$ cat src/hw/rtl/cddi_pkg.sv
// ----------------------------------------------------------------------------
// cddi_pkg
// Shared widths, constants and control types of the disc id calculator.
// ----------------------------------------------------------------------------
package cddi_pkg;

	localparam int ADDR_W          = 19;
	localparam int SEC_W           = 13;
	localparam int ID_W            = 32;
	localparam int TRK_W           = 7;
	localparam int TOTAL_W         = 13;
	localparam int SUM_W           = 6;
	localparam int DIV_W           = 20;
	localparam int REM_W           = 7;
	localparam int SPAN_W          = 24;
	localparam int MOD_W           = 8;
	localparam int BCD_DIGITS      = 4;
	localparam int BCD_W           = 4 * BCD_DIGITS;
	localparam int STEPS           = DIV_W;
	localparam int CNT_W           = 5;

	localparam int FRAME_OFFSET    = 150;
	localparam int FRAMES_PER_SEC  = 75;
	localparam int DIGIT_MOD       = 255;
	localparam int MAX_TRACKS_DEF  = 99;

	typedef struct packed {
		logic load;
		logic step;
	} ctl_t;

endpackage

$ cat src/hw/rtl/cddi_div75.sv
// ----------------------------------------------------------------------------
// cddi_div75
// Bit-serial restoring divider: (address + frame offset) / 75, one
// quotient bit per step, most significant first.
// ----------------------------------------------------------------------------
module cddi_div75 (
	input  logic                           clk,
	input  logic                           arst_n,
	input  cddi_pkg::ctl_t                 ctl,
	input  logic [cddi_pkg::ADDR_W-1:0]    sector_address,
	output logic                           q_bit,
	output logic [cddi_pkg::SEC_W-1:0]     seconds
);
	import cddi_pkg::*;

	logic [DIV_W-1:0] num_q;
	logic [REM_W-1:0] rem_q;
	logic [SEC_W-1:0] quo_q;
	logic [REM_W:0]   trial;
	logic             fit;

	always_comb begin
		trial = {rem_q, num_q[DIV_W-1]};
		fit   = trial >= (REM_W+1)'(FRAMES_PER_SEC);
	end

	always_ff @(posedge clk or negedge arst_n) begin
		if (!arst_n) begin
			num_q <= '0;
			rem_q <= '0;
			quo_q <= '0;
		end else if (ctl.load) begin
			num_q <= DIV_W'(sector_address) + DIV_W'(FRAME_OFFSET);
			rem_q <= '0;
			quo_q <= '0;
		end else if (ctl.step) begin
			num_q <= {num_q[DIV_W-2:0], 1'b0};
			rem_q <= fit ? REM_W'(trial - (REM_W+1)'(FRAMES_PER_SEC)) : trial[REM_W-1:0];
			quo_q <= {quo_q[SEC_W-2:0], fit};
		end
	end

	assign q_bit   = fit;
	assign seconds = quo_q;

	a_rem_range: assert property (@(posedge clk) disable iff (!arst_n)
		rem_q < REM_W'(FRAMES_PER_SEC))
		else $error("divider remainder out of range");

	a_load_clears: assert property (@(posedge clk) disable iff (!arst_n)
		ctl.load |=> (rem_q == '0 && quo_q == '0))
		else $error("divider not cleared on load");

	a_step_shift: assert property (@(posedge clk) disable iff (!arst_n)
		(ctl.step && !ctl.load) |=> quo_q[0] == $past(fit))
		else $error("quotient bit lost");

endmodule

$ cat src/hw/rtl/cddi_bcd.sv
// ----------------------------------------------------------------------------
// cddi_bcd
// Shift-and-add-3 binary to decimal converter fed one bit per step,
// giving the decimal digit sum of the value shifted in.
// ----------------------------------------------------------------------------
module cddi_bcd (
	input  logic                        clk,
	input  logic                        arst_n,
	input  cddi_pkg::ctl_t              ctl,
	input  logic                        bit_in,
	output logic [cddi_pkg::SUM_W-1:0]  digit_sum
);
	import cddi_pkg::*;

	logic [BCD_W-1:0] bcd_q;
	logic [BCD_W-1:0] adj;

	always_comb begin
		for (int i = 0; i < BCD_DIGITS; i++) begin
			if (bcd_q[4*i +: 4] >= 4'd5) begin
				adj[4*i +: 4] = bcd_q[4*i +: 4] + 4'd3;
			end else begin
				adj[4*i +: 4] = bcd_q[4*i +: 4];
			end
		end
	end

	always_comb begin
		digit_sum = '0;
		for (int i = 0; i < BCD_DIGITS; i++) begin
			digit_sum = digit_sum + SUM_W'(bcd_q[4*i +: 4]);
		end
	end

	always_ff @(posedge clk or negedge arst_n) begin
		if (!arst_n) begin
			bcd_q <= '0;
		end else if (ctl.load) begin
			bcd_q <= '0;
		end else if (ctl.step) begin
			bcd_q <= {adj[BCD_W-2:0], bit_in};
		end
	end

	a_digits_decimal: assert property (@(posedge clk) disable iff (!arst_n)
		bcd_q[3:0] <= 4'd9 && bcd_q[7:4] <= 4'd9 &&
		bcd_q[11:8] <= 4'd9 && bcd_q[15:12] <= 4'd9)
		else $error("non-decimal digit");

	a_load_clears: assert property (@(posedge clk) disable iff (!arst_n)
		ctl.load |=> bcd_q == '0)
		else $error("converter not cleared on load");

	a_hold_idle: assert property (@(posedge clk) disable iff (!arst_n)
		(!ctl.load && !ctl.step) |=> $stable(bcd_q))
		else $error("converter moved while idle");

endmodule

$ cat src/hw/rtl/cd_disc_id_calculator.sv
// ----------------------------------------------------------------------------
// cd_disc_id_calculator
// Disc id from a table of contents: track start addresses, then lead-out.
// A new word is taken only while idle (busy low); each word runs the 20 steps
// of the serial divide by 75, which feeds the decimal converter bit by bit.
// Reset: totals, track count and first seconds clear; no strobe is raised.
// Results cannot be stalled; done is high for one cycle per lead-out.
// ----------------------------------------------------------------------------
module cd_disc_id_calculator #(
	parameter int MAX_TRACKS = cddi_pkg::MAX_TRACKS_DEF
) (
	input  logic                          clk,
	input  logic                          arst_n,
	input  logic                          start,
	output logic                          busy,
	input  logic [cddi_pkg::ADDR_W-1:0]   sector_address,
	input  logic                          is_leadout,
	output logic                          done,
	output logic [cddi_pkg::ID_W-1:0]     disc_id,
	output logic                          disc_present
);
	import cddi_pkg::*;

	localparam logic [1:0] ST_IDLE = 2'd0;
	localparam logic [1:0] ST_RUN  = 2'd1;
	localparam logic [1:0] ST_DONE = 2'd2;

	logic [1:0]         state_q;
	logic [CNT_W-1:0]   count_q;
	logic               leadout_q;
	logic [TOTAL_W-1:0] total_q;
	logic [TRK_W-1:0]   tracks_q;
	logic [SEC_W-1:0]   first_q;
	logic               done_q;
	logic [ID_W-1:0]    id_q;
	logic               present_q;

	ctl_t               ctl;
	logic               accept;
	logic               q_bit;
	logic [SEC_W-1:0]   seconds;
	logic [SUM_W-1:0]   digit_sum;
	logic [MOD_W:0]     fold;
	logic [MOD_W-1:0]   total_mod;
	logic [SPAN_W-1:0]  span;
	logic [ID_W-1:0]    id_word;

	assign busy     = state_q != ST_IDLE;
	assign accept   = start && !busy;
	assign ctl.load = accept;
	assign ctl.step = state_q == ST_RUN;

	cddi_div75 u_div (
		.clk            (clk),
		.arst_n         (arst_n),
		.ctl            (ctl),
		.sector_address (sector_address),
		.q_bit          (q_bit),
		.seconds        (seconds)
	);

	cddi_bcd u_bcd (
		.clk       (clk),
		.arst_n    (arst_n),
		.ctl       (ctl),
		.bit_in    (q_bit),
		.digit_sum (digit_sum)
	);

	// mod 255 by folding the high five bits onto the low byte
	always_comb begin
		fold = (MOD_W+1)'(total_q[TOTAL_W-1:MOD_W]) + (MOD_W+1)'(total_q[MOD_W-1:0]);
		if (fold >= (MOD_W+1)'(DIGIT_MOD)) begin
			total_mod = MOD_W'(fold - (MOD_W+1)'(DIGIT_MOD));
		end else begin
			total_mod = fold[MOD_W-1:0];
		end
		span    = SPAN_W'(seconds) - SPAN_W'(first_q);
		id_word = {total_mod, {SPAN_W{1'b0}}}
			| {span, {MOD_W{1'b0}}}
			| ID_W'(tracks_q);
	end

	always_ff @(posedge clk or negedge arst_n) begin
		if (!arst_n) begin
			state_q   <= ST_IDLE;
			count_q   <= '0;
			leadout_q <= 1'b0;
			total_q   <= '0;
			tracks_q  <= '0;
			first_q   <= '0;
			done_q    <= 1'b0;
		end else begin
			done_q <= 1'b0;
			unique case (state_q)
				ST_IDLE: begin
					if (accept) begin
						leadout_q <= is_leadout;
						count_q   <= '0;
						state_q   <= ST_RUN;
					end
				end
				ST_RUN: begin
					if (count_q == CNT_W'(STEPS - 1)) begin
						state_q <= ST_DONE;
					end else begin
						count_q <= count_q + 1'b1;
					end
				end
				ST_DONE: begin
					state_q <= ST_IDLE;
					if (leadout_q) begin
						done_q   <= 1'b1;
						total_q  <= '0;
						tracks_q <= '0;
						first_q  <= '0;
					end else if (tracks_q < TRK_W'(MAX_TRACKS)) begin
						if (tracks_q == '0) begin
							first_q <= seconds;
						end
						total_q  <= total_q + TOTAL_W'(digit_sum);
						tracks_q <= tracks_q + 1'b1;
					end
				end
				default: begin
					state_q <= ST_IDLE;
				end
			endcase
		end
	end

	// result word, captured with the strobe
	always_ff @(posedge clk) begin
		if (state_q == ST_DONE && leadout_q) begin
			id_q      <= (tracks_q == '0) ? '0 : id_word;
			present_q <= tracks_q != '0;
		end
	end

	assign done         = done_q;
	assign disc_id      = id_q;
	assign disc_present = present_q;

	a_accept_runs: assert property (@(posedge clk) disable iff (!arst_n)
		accept |=> state_q == ST_RUN && count_q == '0)
		else $error("accepted word did not start the divider");

	a_done_source: assert property (@(posedge clk) disable iff (!arst_n)
		done |-> $past(state_q == ST_DONE && leadout_q))
		else $error("strobe without lead-out");

	a_track_limit: assert property (@(posedge clk) disable iff (!arst_n)
		tracks_q <= TRK_W'(MAX_TRACKS))
		else $error("track count beyond limit");

	a_empty_disc: assert property (@(posedge clk) disable iff (!arst_n)
		(done && !disc_present) |-> disc_id == '0)
		else $error("id not zero for empty disc");

	a_cleared_after: assert property (@(posedge clk) disable iff (!arst_n)
		done |-> (tracks_q == '0 && total_q == '0))
		else $error("state not cleared after lead-out");

endmodule

$ cat config.mk
export PLATFORM = sky130hd
export DESIGN_NAME = cd_disc_id_calculator
export DESIGN_NICKNAME = d
export VERILOG_FILES = /design/src/hw/rtl/cddi_pkg.sv /design/src/hw/rtl/cddi_div75.sv /design/src/hw/rtl/cddi_bcd.sv /design/src/hw/rtl/cd_disc_id_calculator.sv
export SDC_FILE = /design/constraint.sdc
export NUM_CORES = 1
export LEC_CHECK = 0
export ABC_AREA = 1
export BUFFER_PORTS_ARGS = -buffer_cell sky130_fd_sc_hd__buf_2
export CORE_AREA = 2 2 136 138
export CTS_CLUSTER_DIAMETER = 200
export DETAILED_ROUTE_END_ITERATION = 6
export DIE_AREA = 0 0 138 140
export PLACE_DENSITY = 0.58
export SLEW_MARGIN = 20
export SYNTH_ARGS = -nofsm -noshare
export SYNTH_HDL_FRONTEND = slang
export SYNTH_HIERARCHICAL = 1
export SYNTH_SLANG_ARGS = --single-unit
$ cat constraint.sdc
create_clock -name clk -period 4.31 [get_ports clk]
set_input_delay 0.862 -clock clk [delete_from_list [all_inputs] [get_ports clk]]
set_output_delay 0.862 -clock clk [all_outputs]
set_load 0.1 [all_outputs]
-- Word level (Yosys, flattened, before mapping)
Cells that the tools add are included.
- eq/ne operators: 6
- order comparisons: 7
- add/subtract/negate cells: 15
- reduce and logical (&&, ||, !) cells: 16
- multiplexer cells: 29
- bitwise logic cells: 2
- operators by type and width (cell ; count):
    2-to-1 mux 13 bit ; 7
    2-to-1 mux 20 bit ; 2
    2-to-1 mux 7 bit ; 5
    2-to-1 mux 16 bit ; 2
    OR 32 bit ; 1
    OR 32 x 7 -> 32 bit ; 1
    adder 19 x 8 -> 20 bit (second input constant) ; 1
    >= comparator 4 x 3 -> 1 bit (second input constant) ; 4
    subtractor 13 x 13 -> 14 bit ; 1
    adder 13 x 6 -> 13 bit ; 1
    adder 4 x 2 -> 4 bit (second input constant) ; 3
    adder 6 x 4 -> 6 bit ; 2
    2-to-1 mux 4 bit ; 3
    2-to-1 mux 5 bit ; 2
    one-hot mux 5 bit (2 select lines) ; 1
    nonzero test 2 bit ; 5
    adder 5 x 8 -> 9 bit ; 1
    >= comparator 9 x 8 -> 1 bit (second input constant) ; 1
    >= comparator 8 x 7 -> 1 bit (second input constant) ; 1
    2-to-1 mux 8 bit ; 1
    subtractor 8 bit (second input constant) ; 1
    adder 7 x 1 -> 7 bit (second input constant) ; 1
    zero test 7 bit ; 1
    < comparator 7 bit (second input constant) ; 1
    19 further kinds ; 26
- logic and storage cells: 88
- bits in registers: 131
- output and inout bits: 35

-- Depth between registers and ports, before layout
Gate-level depths: netlist of the first run.
- depth after elaboration: 6
- gate-level depth with buffers: 16

-- By module
Netlist of the first run, hierarchy kept.
- modules (own cells, without submodules) (module ; instances ; cells an instance ; area an instance (um^2)):
    cd_disc_id_calculator ; 1 ; 503 ; 4351.7
    cddi_div75 ; 1 ; 304 ; 2248.4
    cddi_bcd ; 1 ; 172 ; 1346.3

-- Least setup slack after synthesis of the first run
OpenSTA, ideal clock, no wires.
- path kind: register to register
- start point: register u_bcd.bcd_q[3]
- end point: register total_q[10]
- buffers on the path: 0
- setup slack: 880 ps
- period minus slack after synthesis: 3430 ps
- stages on the path, launching flop included: 17
- library setup time: 123 ps
- arrival: 3307 ps
- data required time: 4187 ps
- cells stage by stage: dfrtp_1 > fa_1 > inv_1 > fa_1 > inv_1 > ha_1 > a21oi_1 > nand2_1 > xor2_1 > ha_1 > nand2_1 > o21ai_0 > a21oi_1 > nor3_2 > nand3_1 > o21ai_0 > a21oi_1
- cells in the longest elaborated chain, start to end: 6
- RTL lines (what ; line ; text):
    start: declaration ; cddi_bcd.sv:15 ; logic [BCD_W-1:0] bcd_q;
    start signal: assignment ; cddi_bcd.sv:41 ; bcd_q <= {adj[BCD_W-2:0], bit_in};
    start signal: assignment ; cddi_bcd.sv:46 ; bcd_q[3:0] <= 4'd9 && bcd_q[7:4] <= 4'd9 &&
    adder 4 x 4 -> 5 bit ; cddi_bcd.sv:31 ; digit_sum = digit_sum + SUM_W'(bcd_q[4*i +: 4]);
    adder 6 x 4 -> 6 bit (2 in series) ; cddi_bcd.sv:31 ;
    net digit_sum[4] ; cd_disc_id_calculator.sv:42 ; logic [SUM_W-1:0] digit_sum;
    adder 13 x 6 -> 13 bit ; cd_disc_id_calculator.sv:121 ; total_q <= total_q + TOTAL_W'(digit_sum);
    2-to-1 mux 13 bit ; cd_disc_id_calculator.sv:117 ; end else if (tracks_q < TRK_W'(MAX_TRACKS)) begin
    2-to-1 mux 13 bit ; cd_disc_id_calculator.sv:112 ; if (leadout_q) begin
    end signal: assignment ; cd_disc_id_calculator.sv:121 ;
    end: declaration ; cd_disc_id_calculator.sv:31 ; logic [TOTAL_W-1:0] total_q;
The timed path passes the listed nets, and every way through them passes these cells. The select of a mux whose other input is x is not followed.
A chain may end at the register's enable or synchronous reset.

-- Worst setup path in the final report of the first run
Ends and elaborated chain as after synthesis.

==> summary.txt, run 1 <==
Run status
  – Status: complete, no violations

Worst setup path
  – Crit path max-delay cell type: fa_1
  – CP Capture Type: register
  – Worst Path Max Fanout: 5
  – Most used cell, CP: a21oi_1
  – R2R cell count: 16
  – Launch point of the worst reg-to-reg path: u_bcd/bcd_q[3]
  – Worst-path cell chain: fa_1 -> inv_1 -> fa_1 -> inv_1 -> ha_1 -> a21oi_1 -> nand2_1 -> xor2_1 -> ha_1 -> nand2_1 -> o21ai_0 -> a21oi_1 -> nor3_2 -> nand3_1 -> o21ai_0 -> a21oi_1
  – Worst setup SP type: register
  – Crit path required time: between 4 and 5 ns
  – Crit path DAT: 3.96 ns
  – Largest stage delay, worst path: approximately 0.54 ns
  – Critical setup path kind: reg -> reg
  – CP startpoint: u_bcd/bcd_q[3]

Floorplan
  – Starting density of the core: 0.447
  – Io pins: 58
  – Row cnt: 49
  – Die X: 138 um
  – Die area: 0.0193 mm^2
  – CORE AREA: roughly 0.018 mm^2
  – Die Height: between 100 and 150 um

Yosys
  – Syn Nets: 1,056
  – Main synth FF type: dfrtp_1
  – Cell taking the most area after synthesis: dfrtp_1
  – Post-synth top cells: nand2_1 (225), inv_1 (150), dfrtp_1 (98)
  – Avg Inst Size Synth: 8.12 um^2
  – Yosys reg bits: 128
  – Yosys cell types: 43
  – Number of enable flip-flop cells after synthesis: 30
  – Ys async rst share: 0.766
  – Mapped Area: approximately 0.008 mm^2
  – Top cells by area, synth: dfrtp_1 (31%), edfxtp_1 (11%), nand2_1 (11%), inv_1 (7.1%), ha_1 (6.8%)
  – Post-synthesis sequential area ratio: 0.422
  – Synth Warn #: 6
  – Most frequent cell after synthesis: nand2_1
  – Cells after Synth: slightly below 1,000
  – Yosys top cell area share: 0.309

Power
  – Switching Share: 0.455
  – Comb power frac: 0.536
  – Max IR drop VDD: slightly above 400 uV
  – P_sw: about 3200 uW
  – Power Internal: ~3800 uW
  – Seq pwr share: 0.268
  – Leak pwr: around 0.0044 uW
  – Total Power: roughly 7000 uW
  – Clock network fraction of design power: 0.196
  – PwrDens: ~780 mW/mm^2

Cells and area
  – Diodes inserted: 0
  – Area delta synth->final: 13.0%
  – Final #Nets: around 1,100
  – Final instance area: ~0.0090 mm^2
  – Fin util: 0.505
  – Share of cells above drive strength 1: 0.138

Detailed routing
  – Via count: roughly 6,500
  – Post-DRT Antenna Nets: 0
  – DRC: 0
  – Drt total wl: 16.8 mm
  – DRT Pass-1 Iters: 5
  – Vias/cell: 5.07
  – Initial DRC count: between 300 and 400
  – WL/cell: around 13 um

STA
  – Final Skew: between 0.009 and 0.01 ns
  – Final hold vios: 0
  – Slew Limit Fails: 0
  – Final worst-path cycle share: 0.849
  – Final TNS setup: 0 ns
  – Setup violations, final: 0
  – Worst rel slew slack: 0.397
  – RSZ-0062 raised after global routing: no
  – Max Fclk: about 270 MHz
  – Worst slew pin tran: approximately 0.90 ns
  – Final min period: roughly 3.7 ns

Clock network
  – Sink Count: ~130
  – Clk buf depth: 2
  – # hold bufs at CTS: 0
  – Clock latency at the later pin of the worst-skew pair: around 0.42 ns
  – H-tree Lvls: 4
  – CTS tree: done
  – Resize count post-CTS: 0
  – Clock Pin Slew Worst Setup and Hold Paths: approximately 0.060 ns
  – Inserted Clock Buffers: 17
  – Post-CTS setup buffer count: 0
  – Root buf cell: clkbuf_16

Min path
  – Hold crit path type: in -> async

Place
  – Placed Area: around 0.0084 mm^2
  – Dpl hpwl: between 10 and 15 mm
  – Input/output buffers: 56
  – Placer congestion estimate: between 0.8 and 0.9

GRT
  – GR Util All Layers: 0.182
  – Vias in the first global route: a little under 6,000
  – Largest net degree at the start of global routing: 54
  – Congestion Overflow GR: 0
  – First-pass GRT wire length: ~29 mm
  – Antenna violations before repair: 0

Job
  – Max-Cap Viols: 0
[worst paths after layout]
kind / end / slack [ns]
max: total_q[10] / 0.65
min in group clk: u_div/num_q[18] / 0.48
max in group asynchronous: u_div/seconds[0] / 3.01
min reg2reg: u_div/num_q[18] / 0.48
min: u_div/num_q[5] / 0.48
max reg2reg: total_q[10] / 0.65
[layout make-up]
| type | instances | area, um^2 |
|---|---|---|
| fill | 1784 | 8800 |
| tap | 229 | 287 |
| multi-input combinational | 666 | 3840 |
| timing repair buffer | 62 | 328 |
| clock buffer | 19 | 475 |
| sequential | 128 | 3350 |
| clock inverter | 13 | 98.8 |
| inverter | 158 | 593 |
[cell families (layout without fill, tap and decap cells)]
group / count (synthesis) / after routing / share of synthesized area
and+or+nand+nor: 410 / 410 / 0.241
adders and majority gates: 54 / 54 / 0.0954
buffers and inverters: 185 / 252 / 0.0942
AOI/OAI and AO/OA: 183 / 183 / 0.127
other: 1 / 1 / 0.000472
DFF: 128 / 128 / 0.422
xor gates and xnor gates: 18 / 18 / 0.0198
[power groups by stage]
stage | Sequential (uW) | Combinational, uW | Clock [uW]
2_1_floorplan | 1830 | 3050 | 0
3_3_place_gp | 1890 | 3720 | 0
3_5_place_dp | 1900 | 3760 | 0
4_1_cts | 1880 | 3790 | 1410
5_1_grt | 1930 | 4360 | 1480
6_report | 1880 | 3760 | 1380
[state kept, by name, summed over array words and instances (netlist names)]
register and count:
count_q 5, disc_present 1, u_bcd/bcd_q 16, u_div/rem_q 7, leadout_q 1, u_div/seconds 13
disc_id 29, u_div/num_q 20, state_q 2, first_q 13, tracks_q 7, done 1
total_q 13
[worst max-delay path, delay by kind of cell, from the launching register on]
kind	cells	cell delay, ns
DFF	1	0.42
buffers and inverters	2	0.09
xor gates and xnor gates	1	0.15
adders and majority gates	4	1.73
and+or+nand+nor	4	0.53
AOI/OAI and AO/OA	5	0.62
[metrics by stage]
| step | hold slack (ns) | setup WS (ns) | cells |
|---|---|---|---|
| detailed placement | 0.465 | 0.649 | 1243 |
| CTS | 0.482 | 0.640 | 1275 |
| finish | 0.481 | 0.651 | 1275 |
| global placement | 0.465 | 0.694 | 1243 |
| global route | 0.505 | 0.311 | 1275 |
| floorplan | 0.448 | 0.880 | 979 |
[layout by cell type (no fill, tap or decap), types with 7 or more instances in the layout]
cell / instances
a21oi_1: 54
buf_2: 55
buf_4: 7
clkbuf_16: 19
dfrtp_1: 98
edfxtp_1: 30
fa_1: 11
ha_1: 43
inv_1: 150
inv_2: 8
nand2_1: 225
nand2_2: 11
nand3_1: 78
nand3_2: 7
nand4_1: 24
nor2_1: 31
nor2_2: 8
nor3_1: 10
o21ai_0: 70
o21ai_1: 16
o22ai_1: 19
xnor2_1: 8
xor2_1: 10
[per-layer routing]
layer  vias up  routed length (um)  share of wire  GRT usage
met5         -                   0              0          0
met4         0                 152         0.0090     0.0510
met3        11                 568          0.034     0.0397
met2       130                7970           0.47      0.296
met1      2981                8110           0.48      0.247
li1       3346                   -              -          -
(Power assumes the default switching activity.)
==> run 2: changes to the inputs <==
--- a/config.mk
+++ b/config.mk
@@ -11,7 +11,7 @@
 export CTS_CLUSTER_DIAMETER = 200
 export DETAILED_ROUTE_END_ITERATION = 6
 export DIE_AREA = 0 0 138 140
-export PLACE_DENSITY = 0.58
+export PLACE_DENSITY = 0.6
 export SLEW_MARGIN = 20
 export SYNTH_ARGS = -nofsm -noshare
 export SYNTH_HDL_FRONTEND = slang
==> constraint.sdc (replaced) <==
create_clock -name clk -period 3 [get_ports clk]
set_input_delay 0.6 -clock clk [delete_from_list [all_inputs] [get_ports clk]]
set_output_delay 0.6 -clock clk [all_outputs]
set_load 0.1 [all_outputs]
==> run 2 against run 1 <==
  * The run now ends with negative setup slack left
  * Non-clock buffer count increased by 31
  * Critical endpoint is now total_q[12]
  * Sequential cell count stayed put
  * Utilization is 2.5 points higher
  * Combinational power increased by 120%
  * Setup slack got worse by 1.1 ns
  * Critical path depth decreased by 2
  * Highest routed layer unchanged
==> summary.txt, run 2 (same netlist as run 1, synthesis figures left out) <==
Floorplan
  – Io pins: 58 (unchanged)
  – Die X: 138 um (unchanged)
  – Die Height: 140 um (unchanged)
  – CORE AREA: 0.0178 mm^2 (unchanged)
  – Starting density of the core: 0.447 (unchanged)
  – Row cnt: 49 (unchanged)
  – Die area: 0.0193 mm^2 (unchanged)

STA
  – Slew Limit Fails: 0 (unchanged)
  – RSZ-0062 raised after global routing: yes (was no)
  – Worst rel slew slack: 0.622 (was 0.397)
  – Final hold vios: 0 (unchanged)
  – Max Fclk: 288 MHz (was 273 MHz)
  – Final Skew: 0.00680 ns (was 0.00932 ns)
  – Worst slew pin tran: 0.566 ns (was 0.899 ns)
  – Setup violations, final: 10 (was 0)
  – Final min period: 3.47 ns (was 3.66 ns)
  – Final worst-path cycle share: 1.16 (was 0.849)
  – Worst Setup Slack, final: -0.470 ns (was 0.651 ns)

Power
  – Max IR drop VDD: 1250 uV (was 407 uV)
  – Leak pwr: 0.00459 uW (was 0.00440 uW)
  – PwrDens: 1360 mW/mm^2 (was 782 mW/mm^2)

Worst setup path
  – Worst-path cell chain: inv_2 -> fa_1 -> fa_1 -> buf_4 -> fa_2 -> xnor2_2 -> ha_4 -> a21oi_4 -> o21ai_2 -> a21oi_2 -> nor3_2 -> nand2_1 -> a21oi_1 -> o21a_1 (was fa_1 -> inv_1 -> fa_1 -> inv_1 -> ha_1 -> a21oi_1 -> nand2_1 -> xor2_1 -> ha_1 -> nand2_1 -> o21ai_0 -> a21oi_1 -> nor3_2 -> nand3_1 -> o21ai_0 -> a21oi_1)
  – Crit path max-delay cell type: fa_1 (unchanged)
  – Worst setup SP type: register (unchanged)
  – Launch point of the worst reg-to-reg path: u_bcd/bcd_q[2] (was u_bcd/bcd_q[3])
  – Worst Path Max Fanout: 4 (was 5)
  – Critical Path End: total_q[12] (was total_q[10])
  – Crit path required time: 3.36 ns (was 4.61 ns)
  – Most used cell, CP: fa_1 (was a21oi_1)
  – CP Capture Type: register (unchanged)
  – R2r endpoint: total_q[12] (was total_q[10])
  – CP startpoint: u_bcd/bcd_q[2] (was u_bcd/bcd_q[3])
  – R2R cell count: 14 (was 16)
  – Largest stage delay, worst path: 0.57 ns (was 0.54 ns)
  – R2r setup slk: -0.47 ns (was 0.65 ns)
  – Crit path DAT: 3.83 ns (was 3.96 ns)
  – Critical setup path kind: reg -> reg (unchanged)

Place
  – Placed Area: 0.00864 mm^2 (was 0.00841 mm^2)
  – Input/output buffers: 56 (unchanged)
  – Placer congestion estimate: 0.820 (was 0.874)
  – Dpl hpwl: 12.1 mm (was 12.3 mm)

Detailed routing
  – DRT Pass-1 Iters: 4 (was 5)
  – WL/cell: 13.0 um (was 13.2 um)
  – Via count: 6,556 (was 6,468)
  – Initial DRC count: 360 (was 393)
  – DRC: 0 (unchanged)
  – Vias/cell: 5.02 (was 5.07)
  – Drt total wl: 17.0 mm (was 16.8 mm)
  – Post-DRT Antenna Nets: 0 (unchanged)

GRT
  – Largest net degree at the start of global routing: 60 (was 54)
  – First-pass GRT wire length: 29.3 mm (was 28.9 mm)
  – Congestion Overflow GR: 0 (unchanged)
  – Antenna violations before repair: 0 (unchanged)
  – Vias in the first global route: 6,223 (was 5,942)
  – GR Util All Layers: 0.183 (was 0.182)

Cells and area
  – Diodes inserted: 0 (unchanged)
  – Commonest cells after routing, fill and taps aside: nand2_1 (220), inv_1 (145), dfrtp_1 (98) (was nand2_1 (225), inv_1 (150), dfrtp_1 (98))
  – Final instance area: 0.00942 mm^2 (was 0.00898 mm^2)
  – Most common cell after layout, fill and taps aside: nand2_1 (unchanged)
  – Final #Nets: 1,141 (was 1,110)
  – Fin util: 0.530 (was 0.505)
  – Area delta synth->final: 18.6% (was 13.0%)
  – Share of cells above drive strength 1: 0.198 (was 0.138)
  – Max FFs per register: 29 (unchanged)

Run status
  – Failing checks: negative setup slack
  – Status: finished with violations (was complete, no violations)

Clock network
  – # hold bufs at CTS: 0 (unchanged)
  – Root buf cell: clkbuf_16 (unchanged)
  – Clock Pin Slew Worst Setup and Hold Paths: 0.06 ns (about the same)
  – Inserted Clock Buffers: 17 (unchanged)
  – Clock latency at the later pin of the worst-skew pair: 0.42 ns (about the same)
  – CTS tree: done (unchanged)
  – Clk buf depth: 2 (unchanged)
  – Sink Count: 128 (unchanged)
  – H-tree Lvls: 4 (unchanged)

Job
  – Max-Cap Viols: 0 (unchanged)

Min path
  – Hold crit path type: in -> async (unchanged)
## run 2: cell count changes in the layout (fill, tap and decap cells not counted), moves of 5 or more
| cell | change |
|---|---|
| o21ai_0 | -11 |
| buf_4 | +26 |
| nand2_1 | -5 |
| ha_1 | -5 |
| a21oi_1 | -7 |
| inv_2 | +5 |
| inv_1 | -5 |
| a21oi_2 | +5 |
| o21ai_1 | +8 |
## run 2: where the power goes
part	switching (uW)	internal [uW]	total, uW
logic	4470	3740	8210
clock network	840	1100	1940
registers	374	2290	2670
## run 2: worst min-delay path by stage
stage / cells past startpoint / endpoint / slack, ns / start
3_3_place_gp: 0 / disc_id[6] / 0.46 / tracks_q[6]
4_1_cts: 1 / u_bcd/bcd_q[10] / 0.18 / arst_n
3_5_place_dp: 0 / disc_id[6] / 0.46 / tracks_q[6]
2_1_floorplan: 0 / count_q[0] / 0.30 / arst_n
6_report: 1 / u_bcd/bcd_q[10] / 0.18 / arst_n
5_1_grt: 1 / u_bcd/bcd_q[6] / 0.21 / arst_n
## run 2: layer usage
layer	track usage	up-vias	routed length, um
li1	-	3406	-
met1	0.249	3009	8270
met2	0.299	124	7910
met3	0.0321	17	655
met4	0.0634	0	190
met5	0	-	0
## run 2: worst max-delay path: cells and delay by family, from the launching register on
family,cells,cell delay (ns)
adder cells (fa/ha/maj),4,1.75
AO/OA/AOI/OAI,5,0.54
flip-flops,1,0.37
AND/OR/NAND/NOR,2,0.37
buffers and inverters,2,0.22
XOR/XNOR,1,0.17
## run 2: final cells by class
| class | instances | area, um^2 |
|---|---|---|
| Fill cell | 1693 | 8360 |
| Sequential cell | 128 | 3350 |
| Timing Repair Buffer | 93 | 588 |
| Inverter | 158 | 593 |
| Multi-Input combinational cell | 666 | 4040 |
| Tap cell | 229 | 287 |
| Clock inverter | 14 | 118 |
| Clock buffer | 18 | 439 |
## run 2: repair_timing
| action | in CTS | in global routing |
|---|---|---|
| endpoints found under the setup margin | 10 | 11 |
| pin swaps | 10 | 18 |
| gates resized for setup | 18 | 22 |
| buffers inserted | 4 | 3 |
## run 2: metrics by stage
stage | TNS (ns) | hold WS [ns] | instances | worst slack (ns) | total power, uW
CTS | -2.74 | 0.179 | 1303 | -0.386 | 11800
floorplan | -1.75 | 0.304 | 979 | -0.322 | 7320
global route | -4.91 | 0.209 | 1306 | -0.631 | 14000
detailed placement | -3.43 | 0.461 | 1267 | -0.460 | 8970
global placement | -2.85 | 0.462 | 1267 | -0.404 | 8870
finish | -3.29 | 0.180 | 1306 | -0.470 | 12800
==> run 3: changes to the inputs <==
--- a/config.mk
+++ b/config.mk
@@ -5,12 +5,11 @@
 export SDC_FILE = /design/constraint.sdc
 export NUM_CORES = 1
 export LEC_CHECK = 0
-export ABC_AREA = 1
 export BUFFER_PORTS_ARGS = -buffer_cell sky130_fd_sc_hd__buf_2
-export CORE_AREA = 2 2 136 138
+export CORE_AREA = 2 2 135 137
 export CTS_CLUSTER_DIAMETER = 200
 export DETAILED_ROUTE_END_ITERATION = 6
-export DIE_AREA = 0 0 138 140
+export DIE_AREA = 0 0 137 139
 export PLACE_DENSITY = 0.6
 export SLEW_MARGIN = 20
 export SYNTH_ARGS = -nofsm -noshare
==> run 3 against run 2 <==
  * The flow still finishes with violations (negative setup slack)
  * Non-clock buffer count stayed put
  * First-iteration DRC count down 26%
  * Clock power is 16% higher
  * Sequential power about the same
  * Utilization decreased by 1.2 points
  * Hold slack worse by 0.0088 ns
  * Synthesized area decreased by 2.8%
  * Routed wire length is 5.4% lower
  * Critical path depth unchanged
  * Clock skew fell by 0.0013 ns
  * Largest cell class unchanged
==> summary.txt, run 3 <==
Cells and area
  – Max FFs per register: 29 (unchanged)
  – Area of the multi-input gates: 0.00407 mm^2 (was 0.00404 mm^2)
  – Commonest cells after routing, fill and taps aside: dfrtp_1 (98), nor2_1 (67), buf_2 (55) (was nand2_1 (220), inv_1 (145), dfrtp_1 (98))
  – Final Non-Filler Cells: 1,085 (was 1,306)
  – Fin util: 0.518 (was 0.530)
  – Most common cell after layout, fill and taps aside: dfrtp_1 (was nand2_1)
  – Share of cells above drive strength 1: 0.201 (was 0.198)
  – Register Area: 0.00335 mm^2 (unchanged)
  – Area delta synth->final: 18.3% (was 18.6%)
  – Diodes inserted: 0 (unchanged)
  – Layout fillers: 1,579 (was 1,693)
  – Final #Nets: 920 (was 1,141)

STA
  – Final TNS setup: -3.38 ns (was -3.29 ns)
  – Max Fclk: 288 MHz (about the same)
  – Final Skew: 0.00547 ns (was 0.00680 ns)
  – Slew Limit Fails: 0 (unchanged)
  – Worst slew pin tran: 0.715 ns (was 0.566 ns)
  – Final hold vios: 0 (unchanged)
  – Final worst-path cycle share: 1.16 (about the same)
  – RSZ-0062 raised after global routing: yes (unchanged)
  – Worst rel slew slack: 0.523 (was 0.622)
  – Worst Setup Slack, final: -0.467 ns (was -0.470 ns)
  – Setup violations, final: 10 (unchanged)
  – Final min period: 3.47 ns (about the same)

Clock network
  – H-tree Lvls: 4 (unchanged)
  – Clk buf depth: 2 (unchanged)
  – CTS tree: done (unchanged)
  – Root buf cell: clkbuf_16 (unchanged)
  – Sink Count: 128 (unchanged)
  – Inserted Clock Buffers: 17 (unchanged)
  – Clock Pin Slew Worst Setup and Hold Paths: 0.06 ns (about the same)
  – Clock latency at the later pin of the worst-skew pair: 0.42 ns (about the same)

Yosys
  – Main synth FF type: dfrtp_1 (unchanged)
  – Cell taking the most area after synthesis: dfrtp_1 (unchanged)
  – Synth Warn #: 6 (unchanged)
  – Avg Inst Size Synth: 9.97 um^2 (was 8.12 um^2)
  – Most frequent cell after synthesis: dfrtp_1 (was nand2_1)
  – Mapped Area: 0.00773 mm^2 (was 0.00795 mm^2)
  – Cells after Synth: 775 (was 979)
  – Number of enable flip-flop cells after synthesis: 30 (unchanged)
  – Post-synth top cells: dfrtp_1 (98), nor2_1 (68), inv_1 (52) (was nand2_1 (225), inv_1 (150), dfrtp_1 (98))
  – Top cells by area, synth: dfrtp_1 (32%), edfxtp_1 (12%), ha_1 (7.0%), nor2_1 (3.3%), fa_1 (2.8%) (was dfrtp_1 (31%), edfxtp_1 (11%), nand2_1 (11%), inv_1 (7.1%), ha_1 (6.8%))
  – Post-synthesis sequential area ratio: 0.434 (was 0.422)
  – Syn Nets: 852 (was 1,056)
  – Yosys cell types: 79 (was 43)
  – Yosys reg bits: 128 (unchanged)
  – Ys async rst share: 0.766 (unchanged)
  – Yosys top cell area share: 0.317 (was 0.309)

Run status
  – Failing checks: negative setup slack (unchanged)
  – Status: finished with violations (unchanged)

Floorplan
  – Starting density of the core: 0.438 (was 0.447)
  – Die Height: 139 um (was 140 um)
  – CORE AREA: 0.0177 mm^2 (was 0.0178 mm^2)
  – Die area: 0.0190 mm^2 (was 0.0193 mm^2)
  – Row cnt: 49 (unchanged)
  – Die X: 137 um (was 138 um)
  – Io pins: 58 (unchanged)

GRT
  – Largest net degree at the start of global routing: 67 (was 60)
  – Antenna violations before repair: 0 (unchanged)
  – Vias in the first global route: 5,769 (was 6,223)
  – First-pass GRT wire length: 27.2 mm (was 29.3 mm)
  – GR Util All Layers: 0.177 (was 0.183)
  – Congestion Overflow GR: 0 (unchanged)

Worst setup path
  – CP Capture Type: register (unchanged)
  – Crit path required time: 3.28 ns (was 3.36 ns)
  – Crit path DAT: 3.75 ns (was 3.83 ns)
  – Worst-path cell chain: fa_1 -> fa_1 -> ha_2 -> inv_2 -> fa_1 -> xnor2_1 -> ha_1 -> inv_1 -> o21bai_2 -> a211oi_2 -> buf_4 -> nor3_2 -> xnor2_1 -> nor2_1 (was inv_2 -> fa_1 -> fa_1 -> buf_4 -> fa_2 -> xnor2_2 -> ha_4 -> a21oi_4 -> o21ai_2 -> a21oi_2 -> nor3_2 -> nand2_1 -> a21oi_1 -> o21a_1)
  – Largest stage delay, worst path: 0.50 ns (was 0.57 ns)
  – Critical setup path kind: reg -> reg (unchanged)
  – Crit path max-delay cell type: fa_1 (unchanged)
  – Most used cell, CP: fa_1 (unchanged)
  – Worst setup SP type: register (unchanged)
  – Worst Path Max Fanout: 3 (was 4)

Detailed routing
  – DRC: 0 (unchanged)
  – WL/cell: 14.8 um (was 13.0 um)
  – Vias/cell: 5.41 (was 5.02)
  – Via count: 5,866 (was 6,556)
  – Initial DRC count: 268 (was 360)
  – DRT Pass-1 Iters: 4 (unchanged)
  – Drt total wl: 16.1 mm (was 17.0 mm)
  – Post-DRT Antenna Nets: 0 (unchanged)

Power
  – Total Power: 10,300 uW (was 12,800 uW)
  – PwrDens: 1130 mW/mm^2 (was 1360 mW/mm^2)
  – Max IR drop VDD: 611 uV (was 1250 uV)
  – Leak pwr: 0.00405 uW (was 0.00459 uW)

Place
  – Place WS: -0.459 ns (was -0.460 ns)
  – Placer congestion estimate: 0.880 (was 0.820)
  – Dpl hpwl: 11.3 mm (was 12.1 mm)
  – DP Cell Count: 1,049 (was 1,267)
  – Input/output buffers: 56 (unchanged)

Min path
  – Hold crit path type: in -> async (unchanged)

Job
  – Max-Cap Viols: 0 (unchanged)
[run 3: cell count changes in the layout (fill, tap and decap cells not counted), moves of 15 or more]
cell,delta
o22ai_1,-16
inv_1,-98
nand3_1,-55
nand2_2,-15
o21ai_1,-21
a211oi_1,+23
nor2b_1,+23
o21ai_0,-23
nor2_1,+39
mux2i_1,+21
nand2_1,-185
xnor2_1,+18
[run 3: cell type report]
type,count,area share
inverters,54,0.0222
clock inverters,14,0.0233
repair buffers,93,0.0641
multi-input cells,549,0.445
flip-flops and latches,128,0.367
clock buffers,18,0.0469
well taps,229,0.0313
[run 3: layer usage]
layer	GRT usage	wire length, um
met1	0.232	7450
met2	0.285	7850
met3	0.0442	504
met4	0.0619	288
met5	0	0
[run 3: repair_timing]
item,in CTS,in global routing
setup endpoints to repair,10,12
buffers inserted,2,3
gates resized for setup,5,5
hold buffers,0,0
pin swaps,3,6
[run 3: cell families (layout without fill, tap and decap cells)]
group                      Yosys count  after routing  synth area share
AOI/OAI and AO/OA                  196            196             0.175
xor gates and xnor gates            45             45            0.0510
adders and majority gates           54             54            0.0981
buffers and inverters               98            179            0.0525
DFF                                128            128             0.434
muxes                               23             23            0.0301
other                                1              1          0.000485
and+or+nand+nor                    230            230             0.159
[run 3: worst max-delay path, delay by kind of cell, from the launching register on]
kind | cells | cell delay [ns]
DFF | 1 | 0.39
xor gates and xnor gates | 2 | 0.30
and+or+nand+nor | 2 | 0.24
AOI/OAI and AO/OA | 2 | 0.25
adders and majority gates | 5 | 1.88
buffers and inverters | 3 | 0.27
[run 3: worst paths after layout]
path | start | end | slack, ns | cells past startpoint
hold / removal | arst_n | u_div/num_q[4] | 0.17 | 1
setup reg to reg | u_bcd/bcd_q[9] | total_q[9] | -0.47 | 14
min in group clk | sector_address[1] | u_div/num_q[1] | 0.38 | 2
max in group asynchronous | arst_n | total_q[12] | 2.12 | 2
hold reg to reg | first_q[12] | first_q[12] | 0.50 | 1
setup / recovery | u_bcd/bcd_q[9] | total_q[9] | -0.47 | 14
[run 3: per-stage QoR]
step           area [um^2]  hold slack, ns
3_3_place_gp          8430           0.489
2_1_floorplan         7770           0.304
3_5_place_dp          8430           0.492
5_1_grt               9140           0.208
6_report              9140           0.171
4_1_cts               9090           0.187
[run 3: where the power goes]
group,internal [uW],total [uW],switching (uW)
logic,2550,5440,2890
clock network,1470,2250,780
registers,2250,2640,392
total,6270,10300,4060
